===== src/rlw_pkg.sv =====
// Package for the RGB LED register writer: constants, register codes and
// the word passed from the input stage to the output buffer.
// No dependencies.
`timescale 1ns / 1ps

package rlw_pkg;

  // Channel levels (percent), with an out-of-range marker for "never set"
  localparam logic [6:0] LEVEL_MAX  = 7'd100;
  localparam logic [6:0] LEVEL_NONE = 7'd101;

  // Enable word: all channels on, and the "never written" marker
  localparam logic [7:0] ENABLE_ALL  = 8'h3F;
  localparam logic [7:0] ENABLE_NONE = 8'hFF;
  localparam logic [7:0] RED_BITS    = 8'h0C;
  localparam logic [7:0] GREEN_BITS  = 8'h30;
  localparam logic [7:0] BLUE_BITS   = 8'h03;

  // Per-channel enable bits, processing order red, green, blue
  localparam int unsigned NUM_CHAN = 3;
  localparam logic [NUM_CHAN-1:0][7:0] CHAN_BITS = {BLUE_BITS, GREEN_BITS, RED_BITS};

  // Reset value of the full scale current code
  localparam logic [7:0] FULL_SCALE_RESET = 8'd39;

  // x / 99 as (x * RECIP_99) >> RECIP_SHIFT, exact for x below 2^15
  localparam logic [15:0] RECIP_99    = 16'd42367;
  localparam int unsigned RECIP_SHIFT = 22;

  // Product width: (level - 1) * full scale, at most 99 * 255
  localparam int unsigned PROD_W = 15;

  // Configuration register index (paddr[2])
  localparam logic CFG_FULL_SCALE = 1'b0;

  // Target register of an output word
  typedef enum logic [1:0] {
    REG_BLUE   = 2'd0,
    REG_RED    = 2'd1,
    REG_GREEN  = 2'd2,
    REG_ENABLE = 2'd3
  } reg_idx_e;

  // Work for one request, handed from the input stage to the output buffer
  typedef struct packed {
    logic [NUM_CHAN-1:0]             emit;      // current write per channel
    logic                            en_write;  // enable word changed
    logic [7:0]                      en_value;
    logic [NUM_CHAN-1:0][PROD_W-1:0] prod;      // (level - 1) * full scale
  } job_t;

endpackage


===== src/rlw_cfg_regs.sv =====
// APB configuration register for the RGB LED register writer: full scale
// current code. Depends on rlw_pkg.
`timescale 1ns / 1ps

module rlw_cfg_regs
  import rlw_pkg::*;
(
  input  logic        clk_i,
  input  logic        rst_ni,
  input  logic        psel,
  input  logic        penable,
  input  logic        pwrite,
  input  logic [2:0]  paddr,
  input  logic [31:0] pwdata,
  output logic [31:0] prdata,
  output logic        pready,
  output logic [7:0]  full_scale_o
);

  logic [7:0] full_scale_q;
  logic       wr_en;

  assign pready = 1'b1;
  assign wr_en  = psel && penable && pwrite && pready;

  // Register write in the access phase
  always_ff @(posedge clk_i or negedge rst_ni) begin
    if (!rst_ni) begin
      full_scale_q <= FULL_SCALE_RESET;
    end else if (wr_en && (paddr[2] == CFG_FULL_SCALE)) begin
      full_scale_q <= pwdata[7:0];
    end
  end

  // Read-back; unused addresses read zero
  assign prdata = (paddr[2] == CFG_FULL_SCALE) ? {24'd0, full_scale_q} : 32'd0;

  assign full_scale_o = full_scale_q;

endmodule


===== src/rlw_front.sv =====
// Input stage: clamps the three power requests, tracks channel levels and
// the enable word, and registers the products for the current codes.
// Depends on rlw_pkg.
`timescale 1ns / 1ps

module rlw_front
  import rlw_pkg::*;
(
  input  logic        clk_i,
  input  logic        rst_ni,
  input  logic        s_axis_tvalid,
  output logic        s_axis_tready,
  input  logic [23:0] s_axis_tdata,   // red_power, green_power, blue_power
  input  logic [7:0]  full_scale_i,
  output logic        job_valid_o,
  output job_t        job_o,
  input  logic        job_take_i
);

  logic [NUM_CHAN-1:0][6:0] lvl_q;
  logic [7:0]               en_q;
  logic                     job_valid_q;
  job_t                     job_q;

  logic [NUM_CHAN-1:0][6:0] lvl;
  logic [NUM_CHAN-1:0]      chg;
  logic [7:0]               en_d;
  logic                     accept;
  job_t                     job_d;

  function automatic logic [6:0] clamp_level(input logic [7:0] b);
    clamp_level = (b > {1'b0, LEVEL_MAX}) ? LEVEL_MAX : b[6:0];
  endfunction

  assign s_axis_tready = !job_valid_q || job_take_i;
  assign accept        = s_axis_tvalid && s_axis_tready;

  // Channel updates in red, green, blue order on the working enable word
  always_comb begin
    en_d = (en_q == ENABLE_NONE) ? ENABLE_ALL : en_q;
    for (int c = 0; c < NUM_CHAN; c++) begin
      lvl[c] = clamp_level(s_axis_tdata[8*c +: 8]);
      chg[c] = (lvl[c] != lvl_q[c]);
      if (chg[c]) begin
        if (lvl[c] == 7'd0) begin
          en_d = en_d & (ENABLE_ALL & ~CHAN_BITS[c]);
        end else begin
          en_d = en_d | CHAN_BITS[c];
        end
      end
    end
  end

  // Work word: which writes to make and the products to scale
  always_comb begin
    job_d.en_write = (en_d != en_q);
    job_d.en_value = en_d;
    for (int c = 0; c < NUM_CHAN; c++) begin
      job_d.emit[c] = chg[c] && (lvl[c] != 7'd0);
      job_d.prod[c] = {8'd0, lvl[c] - 7'd1} * {7'd0, full_scale_i};
    end
  end

  // Remembered levels and enable word
  always_ff @(posedge clk_i or negedge rst_ni) begin
    if (!rst_ni) begin
      lvl_q <= {NUM_CHAN{LEVEL_NONE}};
      en_q  <= ENABLE_NONE;
    end else if (accept) begin
      lvl_q <= lvl;
      en_q  <= en_d;
    end
  end

  // Stage valid
  always_ff @(posedge clk_i or negedge rst_ni) begin
    if (!rst_ni) begin
      job_valid_q <= 1'b0;
    end else if (s_axis_tready) begin
      job_valid_q <= accept;
    end
  end

  // Stage payload
  always_ff @(posedge clk_i) begin
    if (accept) begin
      job_q <= job_d;
    end
  end

  assign job_valid_o = job_valid_q;
  assign job_o       = job_q;

endmodule


===== src/rlw_outbuf.sv =====
// Output buffer: divides the products by 99, holds up to four register writes
// of one request, sends one a cycle while tready is high. Depends on rlw_pkg.
`timescale 1ns / 1ps

module rlw_outbuf
  import rlw_pkg::*;
(
  input  logic        clk_i,
  input  logic        rst_ni,
  input  logic        job_valid_i,
  input  job_t        job_i,
  output logic        job_take_o,
  output logic        m_axis_tvalid,
  input  logic        m_axis_tready,
  output logic [15:0] m_axis_tdata,   // reg_index, reg_value, zero pad
  output logic        m_axis_tlast    // last_write
);

  localparam int unsigned SLOTS = NUM_CHAN + 1;

  logic [SLOTS-1:0]      pend_q;
  logic [SLOTS-1:0][7:0] val_q;

  logic [SLOTS-1:0]      pend_d;
  logic [SLOTS-1:0][7:0] val_d;
  logic [1:0]            sel;
  logic [SLOTS-1:0]      sel_mask;
  logic                  fire;
  logic                  done;
  logic                  load;
  logic [30:0]           quot_full [NUM_CHAN];
  reg_idx_e              idx;

  // Slot order: red, green, blue current, then enable word
  function automatic reg_idx_e slot_reg(input logic [1:0] s);
    unique case (s)
      2'd0:    slot_reg = REG_RED;
      2'd1:    slot_reg = REG_GREEN;
      2'd2:    slot_reg = REG_BLUE;
      default: slot_reg = REG_ENABLE;
    endcase
  endfunction

  // Divide by 99 through the reciprocal
  always_comb begin
    for (int c = 0; c < NUM_CHAN; c++) begin
      quot_full[c] = {16'd0, job_i.prod[c]} * {15'd0, RECIP_99};
      val_d[c]     = quot_full[c][RECIP_SHIFT +: 8];
    end
    val_d[NUM_CHAN] = job_i.en_value;
  end

  // Lowest pending slot goes first
  always_comb begin
    if (pend_q[0]) begin
      sel = 2'd0;
    end else if (pend_q[1]) begin
      sel = 2'd1;
    end else if (pend_q[2]) begin
      sel = 2'd2;
    end else begin
      sel = 2'd3;
    end
    sel_mask = SLOTS'(1) << sel;
  end

  assign m_axis_tvalid = |pend_q;
  assign m_axis_tlast  = ((pend_q & (pend_q - SLOTS'(1))) == '0);
  assign idx           = slot_reg(sel);
  assign m_axis_tdata  = {6'd0, val_q[sel], idx};

  assign fire       = m_axis_tvalid && m_axis_tready;
  assign done       = fire && m_axis_tlast;
  assign load       = job_valid_i && (!m_axis_tvalid || done);
  assign job_take_o = load;
  assign pend_d     = {job_i.en_write, job_i.emit};

  // Pending writes
  always_ff @(posedge clk_i or negedge rst_ni) begin
    if (!rst_ni) begin
      pend_q <= '0;
    end else if (load) begin
      pend_q <= pend_d;
    end else if (fire) begin
      pend_q <= pend_q & ~sel_mask;
    end
  end

  // Register values
  always_ff @(posedge clk_i) begin
    if (load) begin
      val_q <= val_d;
    end
  end

endmodule


===== src/rgb_led_register_writer.sv =====
// Top level of the RGB LED register writer: configuration port, input stage
// and output buffer. Depends on rlw_pkg, rlw_cfg_regs, rlw_front, rlw_outbuf.
`timescale 1ns / 1ps

// Each input word carries red, green and blue power requests (percent,
// saturated to 100). The block compares them with the levels it last saw and
// emits register writes in red, green, blue order: a current code of
// (level-1)*full_scale/99 for every channel that changed to a nonzero level,
// then the enable word to register 3 if it changed. A request gives zero to
// four output words; tlast marks the last of them. A request is registered in
// the input stage and then in the output buffer before its writes leave. The
// output buffer sends one word per cycle while tready is high and keeps a
// request until all its writes (one to four) are out; meanwhile the input
// stage can take the next request. full_scale_code is written over APB at
// address 0 (reset value 39) and should only change while the block is idle.

module rgb_led_register_writer
  import rlw_pkg::*;
(
  input  logic        clk_i,
  input  logic        rst_ni,
  // Configuration
  input  logic        psel,
  input  logic        penable,
  input  logic        pwrite,
  input  logic [2:0]  paddr,
  input  logic [31:0] pwdata,
  output logic [31:0] prdata,
  output logic        pready,
  // Requests
  input  logic        s_axis_tvalid,
  output logic        s_axis_tready,
  input  logic [23:0] s_axis_tdata,   // [7:0] red_power, [15:8] green_power,
                                      // [23:16] blue_power
  // Register writes
  output logic        m_axis_tvalid,
  input  logic        m_axis_tready,
  output logic [15:0] m_axis_tdata,   // [1:0] reg_index, [9:2] reg_value, zero pad
  output logic        m_axis_tlast    // last_write
);

  logic [7:0] full_scale;
  logic       job_valid;
  logic       job_take;
  job_t       job;

  rlw_cfg_regs u_cfg (
    .clk_i        (clk_i),
    .rst_ni       (rst_ni),
    .psel         (psel),
    .penable      (penable),
    .pwrite       (pwrite),
    .paddr        (paddr),
    .pwdata       (pwdata),
    .prdata       (prdata),
    .pready       (pready),
    .full_scale_o (full_scale)
  );

  rlw_front u_front (
    .clk_i         (clk_i),
    .rst_ni        (rst_ni),
    .s_axis_tvalid (s_axis_tvalid),
    .s_axis_tready (s_axis_tready),
    .s_axis_tdata  (s_axis_tdata),
    .full_scale_i  (full_scale),
    .job_valid_o   (job_valid),
    .job_o         (job),
    .job_take_i    (job_take)
  );

  rlw_outbuf u_outbuf (
    .clk_i         (clk_i),
    .rst_ni        (rst_ni),
    .job_valid_i   (job_valid),
    .job_i         (job),
    .job_take_o    (job_take),
    .m_axis_tvalid (m_axis_tvalid),
    .m_axis_tready (m_axis_tready),
    .m_axis_tdata  (m_axis_tdata),
    .m_axis_tlast  (m_axis_tlast)
  );

  // The enable word is always the final write of a request
  assert property (@(posedge clk_i) disable iff (!rst_ni)
    (m_axis_tvalid && (m_axis_tdata[1:0] == REG_ENABLE)) |-> m_axis_tlast)
    else $error("enable word not marked as last write");

  // Only the six channel enable bits can ever be set
  assert property (@(posedge clk_i) disable iff (!rst_ni)
    (m_axis_tvalid && (m_axis_tdata[1:0] == REG_ENABLE)) |-> (m_axis_tdata[9:8] == 2'b00))
    else $error("enable word has bits outside the channel fields");

  // Input back-pressure only while the input stage holds work it cannot hand on
  assert property (@(posedge clk_i) disable iff (!rst_ni)
    !s_axis_tready |-> (job_valid && !job_take && m_axis_tvalid))
    else $error("input stalled without pending work");

  // A request taken is in the input stage on the next cycle
  assert property (@(posedge clk_i) disable iff (!rst_ni)
    (s_axis_tvalid && s_axis_tready) |=> job_valid)
    else $error("accepted request lost");

endmodule


===== config.mk =====
export PLATFORM = sky130hd
export DESIGN_NAME = rgb_led_register_writer
export DESIGN_NICKNAME = d
export VERILOG_FILES = /design/src/rlw_pkg.sv /design/src/rlw_cfg_regs.sv /design/src/rlw_front.sv /design/src/rlw_outbuf.sv /design/src/rgb_led_register_writer.sv
export SDC_FILE = /design/constraint.sdc
export NUM_CORES = 1
export LEC_CHECK = 0
export ABC_CLOCK_PERIOD_IN_PS = 7530
export BUFFER_PORTS_ARGS = -buffer_cell sky130_fd_sc_hd__buf_2
export CORE_AREA = 2 2 158 237
export DETAILED_ROUTE_END_ITERATION = 12
export DIE_AREA = 0 0 160 239
export PLACE_DENSITY = 0.83
export SETUP_SLACK_MARGIN = 0.15
export SLEW_MARGIN = 20
export SYNTH_ARGS = -nofsm -noshare
export SYNTH_HDL_FRONTEND = slang
export SYNTH_SLANG_ARGS = --single-unit

===== constraint.sdc =====
create_clock -name clk_i -period 7.53 [get_ports clk_i]
set_clock_uncertainty 0.05 [all_clocks]
set_input_delay 0.3765 -clock clk_i [delete_from_list [all_inputs] [get_ports clk_i]]
set_output_delay 0.3765 -clock clk_i [all_outputs]
set_load 0.05 [all_outputs]

# Yosys cells after proc, flatten, opt, wreduce, memory -nomap -nowiden
# Cells that the tools add are included.
# totals
register_bits	131
latchBits	0
mem_bits_rw	0
mem_bits_ro	0
inputBits	66
output_inout_bits	52
mem_count	0
# classes
n_addsub	4
multipliers	6
n_div	0
magnitude_cmp	4
eq_ne	7
n_shift	1
n_mux	19
n_bitwise	4
n_reduce_logical	24
# op_table
cell	count
15-bit by 16-bit multiplier with 30-bit output, second input constant	3
8-bit two-way mux	9
7-bit by 8-bit multiplier with 15-bit output	3
8-bit by 7-bit > comparator with 1-bit output, second input constant	3
7-bit zero test	3
7-bit two-way mux	3
7-bit inequality test	3
7-bit nonzero test	3
7-bit by 1-bit subtractor with 7-bit output, second input constant	3
8-bit binary-select mux with 2-bit select	1
1-bit logical AND	10
4-bit bitwise AND	2
8-bit equality test, second input constant	1
4-bit two-way mux	2
8-bit inequality test	1
2-bit one-hot mux with 3 select lines	1
4-bit zero test	1
2-bit two-way mux	2
4-bit inverter	1
4-bit OR reduction	1
1-bit by 2-bit << shifter with 4-bit output, first input constant	1
4-bit by 1-bit subtractor with 4-bit output, second input constant	1
2-bit by 3-bit < comparator with 1-bit output, second input constant	1
2-bit by 1-bit equality test with 1-bit output, second input constant	1
7 further kinds	9

# Logic depth before layout (Yosys ltp)
# Gate-level depths: netlist (run 1).
# depth
word_depth	10
ltp_mapped	26

# By module
# A second synthesis (run 1) with hierarchy kept.
# unflattened
hier_cells	2415
hier_area_um2	24254.5
# modules_own_cells
module	instances	cells_each	area_each_um2	seq_area_each_um2
rlw_outbuf	1	1396	14258.7	1061.0
rlw_front	1	967	9411.5	2487.4
rlw_cfg_regs	1	52	584.3	205.2

# Worst setup path before layout (run 1)
# Ideal clock, no wire load.
# synth_timing
path_type	reg-to-reg
startpoint	reg u_front.job_q, in the netlist u_front.job_o[13]
endpoint	reg u_outbuf.val_q[7] (netlist name) (data pin)
setup_time_ns	0.265
arrival_time_ns	5.590
path_slack_ns	1.625
stages_incl_launch_ff	18
path_cell_list	edfxtp_1 -> fa_1 -> inv_1 -> fa_1 -> fa_1 -> fa_1 -> inv_1 -> fa_1 -> fa_1 -> ha_1 -> a21oi_2 -> o221ai_2 -> a21o_1 -> a221oi_2 -> a21oi_2 -> o31a_1 -> and4_1 -> or3_1
# synth_rtl
item	line_no	rtl
from (decl)	rlw_front.sv:23	job_t job_q;
from (signal assigned)	rlw_front.sv:87	job_q <= job_d;
to (signal assigned)	rlw_outbuf.sv:92	val_q <= val_d;
to (decl)	rlw_outbuf.sv:22	logic [SLOTS-1:0][7:0] val_q;

==> summary.md, run 1 <==
| Metric | Value |
|---|---|
| Clock buffer depth | 2 |
| CTS tree | yes |
| Global-route total usage across every layer | 27.71% |
| Initial Util | 64.01% |
| Slowest cell on the critical path | fa_1 |
| Post-Syn Area | 23,280 sq um |
| First-pass GRT wire length | 84.08 mm |
| Clock Root Buffer | clkbuf_16 |
| Layout cells sized above 1 | 6.842% |
| Buf+Inv Stages, Crit Path | 2 |
| Vias/cell | 5.659 |
| HPWL after DPL | 42.09 mm |
| Critical R2R Launch | u_front.job_o[43] |
| Die Span Y | 239 microns |
| CP Cell Sequence | fa_1 -> inv_1 -> fa_1 -> fa_1 -> fa_1 -> inv_1 -> fa_1 -> fa_1 -> ha_1 -> nand4_1 -> nor3_1 -> o2111ai_1 -> o211ai_1 -> o311ai_1 -> o21ai_0 -> a21oi_1 -> xnor2_1 |
| Hold/Removal Path Class | in -> reg |
| Antenna-violating nets left | 0 |
| TritonRoute pass-1 iters | 5 |
| Via count | 15.89k |
| Critical path depth in cells | 17 |
| Average wire per standard cell | 17.80 microns |
| Relative slew slack | 29.30% |
| Async SR Flop Fraction | 32.06% |
| Final wirelength | 49.98 mm |
| Setup slack, reg-to-reg | 1.02 ns |
| Top Ports | 118 |
| Synth warnings | 0 |
| Critical Path Sink | u_outbuf.val_q[23] |
| Die X | 160 microns |
| Global placement routability congestion | 0.8945 |
| Data arrival, critical path | 6.68 ns |
| Worst EP required | 7.70 ns |
| # port buffers | 60 |
| Tmin final | 6.510 ns |
| Synth Area per Inst | 10.28 sq um |
| Core Area | 36,370 sq um |
| Antenna Cells | 0 |
| Worst-path clk slew | 0.06 ns |
| Worst path top cell family by delay | adder cells |
| Worst-Skew Late Latency | 0.44 ns |
| Finished Core Util | 67.47% |
| Crit Path Max Fanout | 7 |
| Cell variety after synth | 78 |
| Yosys reg bits | 131 |
| Most frequent cells in the layout | 460 x inv_1, 442 x ha_1, 342 x fa_1 |
| Final Hold Viols | 0 |
| Initial antenna violation count | 0 |
| R2R Path End | u_outbuf.val_q[23] |
| CP max stage delay | 0.71 ns |
| Setup CP Type | reg -> reg |
| Synthesis-to-finish area growth | 5.396% |
| Largest net degree at the start of global routing | 47 |
| Setup TNS | 0 ns |
| Crit path top cell by count | fa_1 |
| Worst Setup SP | u_front.job_o[43] |
| Max Clk Rate | 153.6 MHz |
| Unrepaired setup endpoints after global routing | no |
| Worst-margin pin slew | 1.052 ns |
| Register area share after synthesis | 16.12% |
| Commonest non-fill, non-tap cell in the layout | inv_1 |
| Num CTS Buffers | 17 |
| R2R depth | 17 |
| Post-synth EDFFs | 89 |
| Post-layout nets | 3,161 |
| Filler cells | 2,765 |
| H-Tree Depth | 4 |
| Final-report max-slew violation count | 0 |
| Syn Inst Count | 2,264 |
| Prevailing post-synth register cell | edfxtp_1 |
| Final Cycle Share | 86.46% |
| Max-cap viol count | 0 |
| Critical Path Start Type | flop |
| Starting DRT DRC Count | 681 |
| Residual DRC | 0 |
| Outcome | complete, no violations |
| CP endpoint kind | flop |
| Die area | 38,240 sq um |
| Vias in the first global route | 17.82k |
| Row count | 86 |
| TritonCTS Sinks | 131 |
| Total gr overflow | 0 |
| Setup violators final | 0 |
==> cells in the mapped netlist (all sizes together) (10+ instances only) <==
cell    instances  area, sq um
and2          112        700.7
or3            12        80.08
edfxtp         89         2673
a21o           16        120.1
inv           460         1727
clkbuf         28        105.1
o21a           12        90.09
buf            40        284.0
nor2           72        270.3
dfrtp          18        450.4
ha            442         5530
nor3           29        156.4
xor2           24        210.2
fa            342         6847
xnor2          64        560.5
nand2         124        468.0
o21ai          66        330.3
dfstp          24        630.6
mux2           14        157.7
a21oi          64        335.3
nand3          26        130.1
nor2b          45        289.0
and3           10        62.56
==> worst min path at each step <==
stage,start,to,depth (start not counted),slack [ns]
final,pwdata[4],u_cfg.full_scale_o[4],2,0.12
after global routing,pwdata[4],u_cfg.full_scale_o[4],2,0.11
after CTS,pwdata[4],u_cfg.full_scale_o[4],2,0.10
after detailed placement,u_front.job_o[51],u_outbuf.val_q[30],0,0.36
after global placement,u_front.job_o[47],u_outbuf.val_q[26],0,0.35
after floorplan,rst_ni,u_cfg.full_scale_o[3],0,0.03
==> registers in the layout, indices dropped and copies added (netlist names) <==
name,count
u_front.job_valid_o,1
u_outbuf.pend_q,4
u_outbuf.val_q,32
u_front.lvl_q,21
u_front.job_o,57
u_front.en_q,8
u_cfg.full_scale_o,8
==> stage by stage <==
step                      instance area [sq um]  cells  setup slack, ns  hold WS [ns]
final                                     24540   2808            1.020        0.1153
after global routing                      24540   2808           0.7603        0.1114
after CTS                                 24540   2808            1.036        0.1014
after detailed placement                  23960   2775            1.058        0.3563
after global placement                    23960   2775            1.256        0.3512
after floorplan                           23390   2293            1.625       0.03091
==> timing repair <==
item,4_1_cts,5_1_grt
hold buffers,1,0
endpoints found under the hold margin,18,0
buffers inserted,0,0
gates resized for setup,0,0
endpoints found under the setup margin,0,0
==> cell type report <==
class / instances / area [sq um] / share of cell area [%]
Tap cell: 484 / 605.6 / 2.468
Clock buffer: 22 / 454.2 / 1.851
Multi-Input combinational cell: 1633 / 17520 / 71.42
Timing Repair Buffer: 67 / 355.3 / 1.448
Clock inverter: 10 / 113.9 / 0.4640
Sequential cell: 131 / 3754 / 15.30
Inverter: 461 / 1730 / 7.052
==> cells by family (layout without fill, tap and decap cells) <==
kind of cell	after synthesis	count (layout)	share of synthesized area, %
AOI/OAI and AO/OA	233	233	6.621
xor gates and xnor gates	88	88	3.311
adders and majority gates	785	785	53.21
buffers and inverters	529	560	9.104
DFF	131	131	16.12
muxes	23	23	1.064
other	2	31	0.03226
and+or+nand+nor	473	473	10.54
==> layer usage <==
| metal | track usage (%) | wire length, microns | share of wire (%) |
|---|---|---|---|
| met2 | 53.77 | 28060 | 56 |
| met3 | 3.071 | 1468 | 2.9 |
| met5 | 0 | 0 | 0 |
| met1 | 28.28 | 17210 | 34 |
| met4 | 16.71 | 3238 | 6.5 |
Power of run 1 is left out: the tool's default activity adds up to more than one toggle a clock period on the data nets, which glitch-free logic cannot reach.
==> run 2: changes to the inputs <==
Settings changed: RECOVER_POWER from default to 50.
==> run 2 against run 1 <==
Effect of this change:
- the flow now finishes with violations (capacitance limit, slew limit)
- critical path depth is the same
- die area is the same
- register-to-register slack is essentially flat
- utilization shrank 0.24 points
- cell count is the same
- worst hold slack lost 0.0022 ns
- global-route usage is the same
- cell area shrank 0.36%
- routed wire length grew 0.14%
- flip-flop and latch count is the same
- first-iteration DRC count shrank 4.6%
- critical endpoint unchanged
- largest cell class unchanged
==> summary.md, run 2 (synthesis gave the netlist of run 1 again) <==
| Metric | Value |
|---|---|
| Antenna-violating nets left | 0 (unchanged) |
| Violated checks | capacitance limit, slew limit |
| Commonest non-fill, non-tap cell in the layout | inv_1 (unchanged) |
| Final wirelength | 50.05 mm (was 49.98 mm) |
| Via count | 15.88k (was 15.89k) |
| Worst Hold Launch | pwdata[4] (unchanged) |
| Worst-path clk slew | 0.06 ns (about the same) |
| Worst-Skew Late Latency | 0.44 ns (about the same) |
| Die area | 38,240 sq um (unchanged) |
| Post-layout nets | 3,161 (unchanged) |
| Core Area | 36,370 sq um (unchanged) |
| Die X | 160 microns (unchanged) |
| M3 GR Usage | 3.071% (unchanged) |
| # port buffers | 60 (unchanged) |
| DP Worst Slack | 1.058 ns (unchanged) |
| Final Hold Viols | 0 (unchanged) |
| Residual DRC | 0 (unchanged) |
| Vias in the first global route | 17.82k (unchanged) |
| Worst Hold Path EP | u_cfg.full_scale_o[4] (unchanged) |
| HPWL after DPL | 42.09 mm (unchanged) |
| Initial antenna violation count | 0 (unchanged) |
| Setup CP Type | reg -> reg (unchanged) |
| Setup slack, reg-to-reg | 1.01 ns (was 1.02 ns) |
| Max-cap viol count | 3 (was 0) |
| Setup Buffers After CTS | 0 (unchanged) |
| Critical R2R Launch | u_front.job_o[43] (unchanged) |
| Top Ports | 118 (unchanged) |
| Synthesis-to-finish area growth | 5.014% (was 5.396%) |
| Data arrival, critical path | 6.69 ns (was 6.68 ns) |
| Crit Path Max Fanout | 7 (unchanged) |
| Worst hold slack | 0.1132 ns (was 0.1153 ns) |
| GR peak layer | met2 (unchanged) |
| Antenna Cells | 0 (unchanged) |
| Final setup margin | 1.011 ns (was 1.020 ns) |
| First-pass GRT wire length | 84.08 mm (unchanged) |
| Starting DRT DRC Count | 650 (was 681) |
| Clock Root Buffer | clkbuf_16 (unchanged) |
| Max Clk Rate | 153.4 MHz (was 153.6 MHz) |
| Unrepaired setup endpoints after global routing | no (unchanged) |
| Die Span Y | 239 microns (unchanged) |
| Setup TNS | 0 ns (unchanged) |
| Initial Util | 64.01% (unchanged) |
| CTS tree | yes (unchanged) |
| Hold/Removal Path Class | in -> reg (unchanged) |
| Max FFs per register | 57 (unchanged) |
| Relative slew slack | -96.18% (was 29.30%) |
| H-Tree Depth | 4 (unchanged) |
| Final Cycle Share | 86.58% (was 86.46%) |
| Average wire per standard cell | 17.83 microns (was 17.80 microns) |
| Outcome | finished with violations (was complete, no violations) |
| Row count | 86 (unchanged) |
| Setup violators final | 0 (unchanged) |
| CP endpoint kind | flop (unchanged) |
| Met1 Usage GRT | 28.28% (unchanged) |
| Total gr overflow | 0 (unchanged) |
| Vias/cell | 5.654 (was 5.659) |
| TritonRoute pass-1 iters | 5 (unchanged) |
| Worst-margin pin slew | 2.937 ns (was 1.052 ns) |
| Clock buffer depth | 2 (unchanged) |
| Critical Path Start Type | flop (unchanged) |
| TritonCTS Sinks | 131 (unchanged) |
| Final-report max-slew violation count | 130 (was 0) |
| Tmin final | 6.519 ns (was 6.510 ns) |
| Global placement routability congestion | 0.8945 (unchanged) |
| Largest net degree at the start of global routing | 47 (unchanged) |
| GR Util met2 | 53.77% (unchanged) |
| Worst EP required | 7.71 ns (was 7.70 ns) |
| Global-route total usage across every layer | 27.71% (unchanged) |
| Num CTS Buffers | 17 (unchanged) |
| Layout cells sized above 1 | 5.336% (was 6.842%) |
| Most frequent cells in the layout | 460 x inv_1, 442 x ha_1, 342 x fa_1 (unchanged) |
| Hold path cells | 2 (unchanged) |
| R2R depth | 17 (unchanged) |
| R2R Path End | u_outbuf.val_q[23] (unchanged) |
[run 2: changes by cell type in the layout (fill, tap and decap cells not counted), sizes merged]
cell and delta:
buf -25, clkbuf +25
[run 2: through the flow]
step	cells	utilization, %	cell area [sq um]
global route	2808	67.22	24450
global placement	2775	65.88	23960
detailed placement	2775	65.88	23960
finish	2808	67.22	24450
CTS	2808	67.47	24540
floorplan	2293	-	23390
[run 2: area by class of cell]
| type | instances | area [sq um] |
|---|---|---|
| multi-input combinational | 1633 | 17470 |
| timing repair buffer | 67 | 316.6 |
| clock inverter | 10 | 113.9 |
| fill | 2791 | 11920 |
| tap | 484 | 605.6 |
| clock buffer | 22 | 454.2 |
| sequential | 131 | 3754 |
| inverter | 461 | 1730 |
[run 2: timing repair]
item / 4_1_cts / 5_1_grt
endpoints found under the hold margin: 18 / 0
hold buffers: 1 / 0
gates resized for setup: 0 / 0
[run 2: layer usage]
| metal | share of wire, % | wire, microns |
|---|---|---|
| met5 | 0 | 0 |
| met3 | 2.7 | 1348 |
| met4 | 6.3 | 3149 |
| met2 | 56 | 28240 |
| met1 | 35 | 17320 |
[run 2: critical path: stages (launching register included)]
cell and delay, ns:
edfxtp_1 0.54, fa_1 0.71, inv_1 0.15, fa_1 0.55, fa_1 0.44, fa_1 0.51
inv_1 0.05, fa_1 0.49, fa_1 0.42, ha_1 0.33, nand4_1 0.13, nor3_1 0.28
o2111ai_1 0.15, o211ai_1 0.53, o311ai_1 0.20, o21ai_0 0.31, a21oi_1 0.13, xnor2_1 0.32
[run 2: worst max path at each step]
stage / start / depth (start not counted) / endpoint / slack [ns]
after floorplan: u_front.job_o[13] / 17 / u_outbuf.val_q[7] / 1.62
after global placement: s_axis_tdata[20] / 25 / u_front.job_o[42] / 1.26
after detailed placement: u_front.job_o[43] / 17 / u_outbuf.val_q[23] / 1.06
after CTS: u_front.job_o[43] / 17 / u_outbuf.val_q[23] / 1.04
after global routing: s_axis_tdata[11] / 21 / u_front.job_o[25] / 0.70
final: u_front.job_o[43] / 17 / u_outbuf.val_q[23] / 1.01
Power of run 2 is left out for the same reason.
